==> config.mk <==
export PLATFORM = sky130hd
export DESIGN_NAME = vcbm_ctrl
export DESIGN_NICKNAME = d
export VERILOG_FILES = /design/src/rtl/vcbm_pkg.sv /design/src/rtl/vcbm_ctrl.sv
export SDC_FILE = /design/constraint.sdc
export NUM_CORES = 1
export LEC_CHECK = 0
export BUFFER_PORTS_ARGS = -buffer_cell sky130_fd_sc_hd__buf_2
export CAP_MARGIN = 10
export CORE_AREA = 3 3 40 42
export CTS_BUF_LIST = sky130_fd_sc_hd__clkbuf_4 sky130_fd_sc_hd__clkbuf_8 sky130_fd_sc_hd__clkbuf_16
export CTS_CLUSTER_DIAMETER = 50
export DETAILED_ROUTE_END_ITERATION = 12
export DIE_AREA = 0 0 43 45
export GPL_ROUTABILITY_DRIVEN = 0
export SETUP_SLACK_MARGIN = 0.4
export SLEW_MARGIN = 20
export SYNTH_ARGS = -nofsm -noshare
export SYNTH_HDL_FRONTEND = slang
export SYNTH_SLANG_ARGS = --single-unit
export TNS_END_PERCENT = 10
==> constraint.sdc <==
create_clock -name clk -period 1.9 [get_ports clk]
set_clock_uncertainty 0.05 [all_clocks]
set_input_delay 0.38 -clock clk [delete_from_list [all_inputs] [get_ports clk]]
set_output_delay 0.38 -clock clk [all_outputs]
set_load 0.03 [all_outputs]
==> src/rtl/vcbm_pkg.sv <==
// Shared types, constants and helper functions of the voxel column bit mask.
`default_nettype none
package vcbm_pkg;

    localparam int MAX_LEVELS_DEF  = 512;
    localparam int SLICE_BITS      = 8;
    localparam int WORDS_PER_LEVEL = 1 << (SLICE_BITS - 6);

    localparam int CFG_INDEX_W = 1;
    localparam int CFG_DATA_W  = 16;

    localparam logic [CFG_INDEX_W-1:0] CFG_BASE_LEVEL  = 1'd0;
    localparam logic [CFG_INDEX_W-1:0] CFG_LEVEL_COUNT = 1'd1;

    localparam logic signed [15:0] BASE_LEVEL_RST  = -16'sd64;
    localparam logic [9:0]         LEVEL_COUNT_RST = 10'd384;

    typedef enum logic [2:0] {
        REQ_TEST  = 3'd0,
        REQ_SET   = 3'd1,
        REQ_CLEAR = 3'd2,
        REQ_COUNT = 3'd3,
        REQ_READ  = 3'd4,
        REQ_LOAD  = 3'd5
    } req_t;

    typedef enum logic [2:0] {
        ST_INIT,
        ST_IDLE,
        ST_ACCESS,
        ST_CLEAR,
        ST_COUNT,
        ST_FINISH
    } state_t;

    typedef struct packed {
        logic accept;
        logic access_write;
        logic wipe;
        logic walk_read;
        logic push;
    } cmd_t;

    typedef struct packed {
        logic walk_done;
        logic walk_last;
        logic walk_busy;
        logic out_free;
    } status_t;

    function automatic logic [6:0] popcount64(input logic [63:0] w);
        logic [63:0] s;
        s = (w & 64'h5555_5555_5555_5555) + ((w >> 1) & 64'h5555_5555_5555_5555);
        s = (s & 64'h3333_3333_3333_3333) + ((s >> 2) & 64'h3333_3333_3333_3333);
        s = (s & 64'h0F0F_0F0F_0F0F_0F0F) + ((s >> 4) & 64'h0F0F_0F0F_0F0F_0F0F);
        s = (s & 64'h00FF_00FF_00FF_00FF) + ((s >> 8) & 64'h00FF_00FF_00FF_00FF);
        s = (s & 64'h0000_FFFF_0000_FFFF) + ((s >> 16) & 64'h0000_FFFF_0000_FFFF);
        s = (s & 64'h0000_0000_FFFF_FFFF) + ((s >> 32) & 64'h0000_0000_FFFF_FFFF);
        return s[6:0];
    endfunction

endpackage
`default_nettype wire

==> src/rtl/vcbm_ctrl.sv <==
// Request sequencer of the voxel column bit mask.
`default_nettype none
module vcbm_ctrl (
    input  wire logic              clk,
    input  wire logic              rst_n,
    input  wire logic              in_valid,
    output logic                   in_ready,
    input  wire logic [2:0]        req_type,
    input  wire vcbm_pkg::status_t status,
    output vcbm_pkg::cmd_t         cmd
);

    vcbm_pkg::state_t state_reg;
    vcbm_pkg::state_t state_next;

    always_ff @(posedge clk or negedge rst_n)
    begin
        if (!rst_n)
        begin
            state_reg <= vcbm_pkg::ST_INIT;
        end
        else
        begin
            state_reg <= state_next;
        end
    end

    always_comb
    begin
        state_next = state_reg;
        in_ready   = 1'b0;
        cmd        = '0;
        case (state_reg)
            vcbm_pkg::ST_INIT:
            begin
                cmd.wipe = 1'b1;
                if (status.walk_last)
                begin
                    state_next = vcbm_pkg::ST_IDLE;
                end
            end
            vcbm_pkg::ST_IDLE:
            begin
                in_ready = 1'b1;
                if (in_valid)
                begin
                    cmd.accept = 1'b1;
                    case (req_type)
                        vcbm_pkg::REQ_CLEAR: state_next = vcbm_pkg::ST_CLEAR;
                        vcbm_pkg::REQ_COUNT: state_next = vcbm_pkg::ST_COUNT;
                        default:             state_next = vcbm_pkg::ST_ACCESS;
                    endcase
                end
            end
            vcbm_pkg::ST_ACCESS:
            begin
                cmd.access_write = 1'b1;
                if (status.out_free)
                begin
                    cmd.push   = 1'b1;
                    state_next = vcbm_pkg::ST_IDLE;
                end
                else
                begin
                    state_next = vcbm_pkg::ST_FINISH;
                end
            end
            vcbm_pkg::ST_CLEAR:
            begin
                cmd.wipe = 1'b1;
                if (status.walk_last)
                begin
                    state_next = vcbm_pkg::ST_FINISH;
                end
            end
            vcbm_pkg::ST_COUNT:
            begin
                if (!status.walk_done)
                begin
                    cmd.walk_read = 1'b1;
                end
                else if (!status.walk_busy)
                begin
                    state_next = vcbm_pkg::ST_FINISH;
                end
            end
            vcbm_pkg::ST_FINISH:
            begin
                if (status.out_free)
                begin
                    cmd.push   = 1'b1;
                    state_next = vcbm_pkg::ST_IDLE;
                end
            end
            default:
            begin
                state_next = vcbm_pkg::ST_INIT;
            end
        endcase
    end

endmodule
`default_nettype wire

==> metrics.txt <==
largest net degree at the start of global routing 11; register area share after synthesis 0.260; die area 1940 um2; total global-route track usage 0.0844; Die Span X 43 um; n_diodes 0; Core ar. 1280 um2; Clock Power Share 0.141; io pins 16; HP Class in -> async; DP Area ~420 um2; antenna-violating nets left 0; Port-buffer cells 15; initial antenna violation count 0; Overflow after GRT 0; Die Y-Extent roughly 45 um; cells along the critical path or3b_4 > nor2_4 > buf_6; Finished Layout Cells 73; leakage power between 0.2 and 0.25 nW; Layout area overhead 81.0%; CP Capture Type output pin; fin. max-slew vios 0; first-pass GRT wire length 1210 um; delay-heaviest family, CP simple AND/OR/NAND/NOR gates; TNS Setup 0 ps; placed insts 64; max cap viols 0; NumNets Final 69; fmax approximately 570 MHz; clock-pin slew on the worst setup and hold paths 40 ps; P_int 477 uW; Site Rows 13; RSZ-0062 raised after global routing true; clk_lat worst skew 230 ps; Longest Clk Path Bufs 2; routed vias 329; CP Class reg -> out; Wirelength per Cell about 9.8 um; WP depth 3; vias in the first global route 287; R2R cell count 4; DP HPWL about 540 um; # setup viols final 0; TritonCTS buffer count 3; Cell Pwr Density 1690 nW/um2; layout cells sized above 1 0.638; # clock sinks 3; peak supply drop 0.000786 V; YS warnings 0; CP required 1470 ps; Comb pwr share 0.700; sw frac 0.460; max reg flops 3; slew margin rel. 0.853; crit path max fanout 6; Worst Path Buf+Inv 1; sequential share of power 0.159; initial core utilization 0.225; Critical Path Max Stage Delay 440 ps; first drt pass iteration count 2; Hold Fails Final Rpt 0; Final Critical Period 1750 ps; Switch Pwr just over 400 uW; status complete, no violations; Avg Vias per Cell 4.51; synthesis-stage register bit count 3; crit path DAT 1320 ps; final non-filler cell area 523 um2; syn_nets 44; DRC 0; syn avg cell area 8.50 um2; CP Launch Type register; Tot Pwr 883 uW; H-tree depth 1; Worst-Margin Slew approximately 220 ps; slowest cell on the critical path dfrtp_2; CTS Root Cell clkbuf_4; Tcrit/Tclk final 0.921; DRT iter0 DRCs 3; Final Util 0.407; CTS tree done; Syn Inst Count 34; count of different cell masters after synthesis 18; Total Wirelength 714 um; Mapped Area 289 um2
[cell type report]
class                   instances  area (um2)
fillers                       129         762
multi-input cells              28         251
repair buffers                 21         138
flip-flops and latches          3        77.6
clock buffers                   4        30.0
well taps                      15        18.8
inverters                       2        7.51
[cells in the mapped netlist, drive strengths merged]
cell type | count | share of area
o21ai | 2 | 0.035
and2 | 1 | 0.022
nor3 | 4 | 0.087
nand2b | 1 | 0.022
mux2 | 4 | 0.16
nor3b | 2 | 0.052
and2b | 1 | 0.026
nor2b | 4 | 0.087
or3b | 1 | 0.030
inv | 2 | 0.026
dfrtp | 3 | 0.26
o22ai | 1 | 0.043
and3b | 1 | 0.030
a21oi | 4 | 0.082
buf | 1 | 0.017
nor2 | 2 | 0.026
[metal layers]
layer	GRT usage	share of wire	routed length, um
met5	0	0	0
met4	0.0542	0	0
met3	0.0159	0.083	59
met2	0.147	0.51	362
met1	0.0949	0.41	292
[placed cells by master, fill, tap and decap left out, drive strengths merged]
cell,n
or3b,1
and2,1
o21ai,2
nor3,4
nor3b,2
buf,19
inv,2
and3b,1
nor2,2
dlygate4sd3,1
a21oi,4
clkbuf,5
mux2,4
o22ai,1
dfrtp,3
nand2b,1
nor2b,4
and2b,1
[final timing paths]
kind	from	to	slack [ps]
worst max-delay path	state_reg[0]	cmd[1]	150
worst min-delay path	rst_n	state_reg[0]	420
worst max register to register	state_reg[0]	state_reg[2]	270
worst min register to register	state_reg[1]	state_reg[1]	630
max in group asynchronous	rst_n	state_reg[1]	1260
min in group clk	status[2]	state_reg[1]	560
[cell families after synthesis]
group           synth area share
simple gates               0.381
compound gates             0.160
mux                        0.156
flops                      0.260
buf+inv                   0.0433
[through the flow]
step / hold slack (ps) / setup slack [ps]
3_5_place_dp: 127 / 249
6_report: 419 / 150
3_3_place_gp: 129 / 279
5_1_grt: 433 / 98.5
2_1_floorplan: 34.4 / 241
4_1_cts: 407 / 148
[power groups by stage]
stage	Combinational (mW)	Clock [mW]	Sequential, mW
global route	0.668	0.137	0.147
global placement	0.505	0	0.144
finish	0.618	0.125	0.140
CTS	0.604	0.132	0.136
detailed placement	0.508	0	0.146
floorplan	0.416	0	0.137
[repair_timing]
item                       in CTS  in global routing
hold buffers                    1                  0
pin swaps                       0                  1
setup endpoints to repair       9                  9
buffers inserted                4                  0
hold endpoints to repair        3                  0
resized for setup               8                  3
Note: power is estimated with default switching activity, not from simulation.
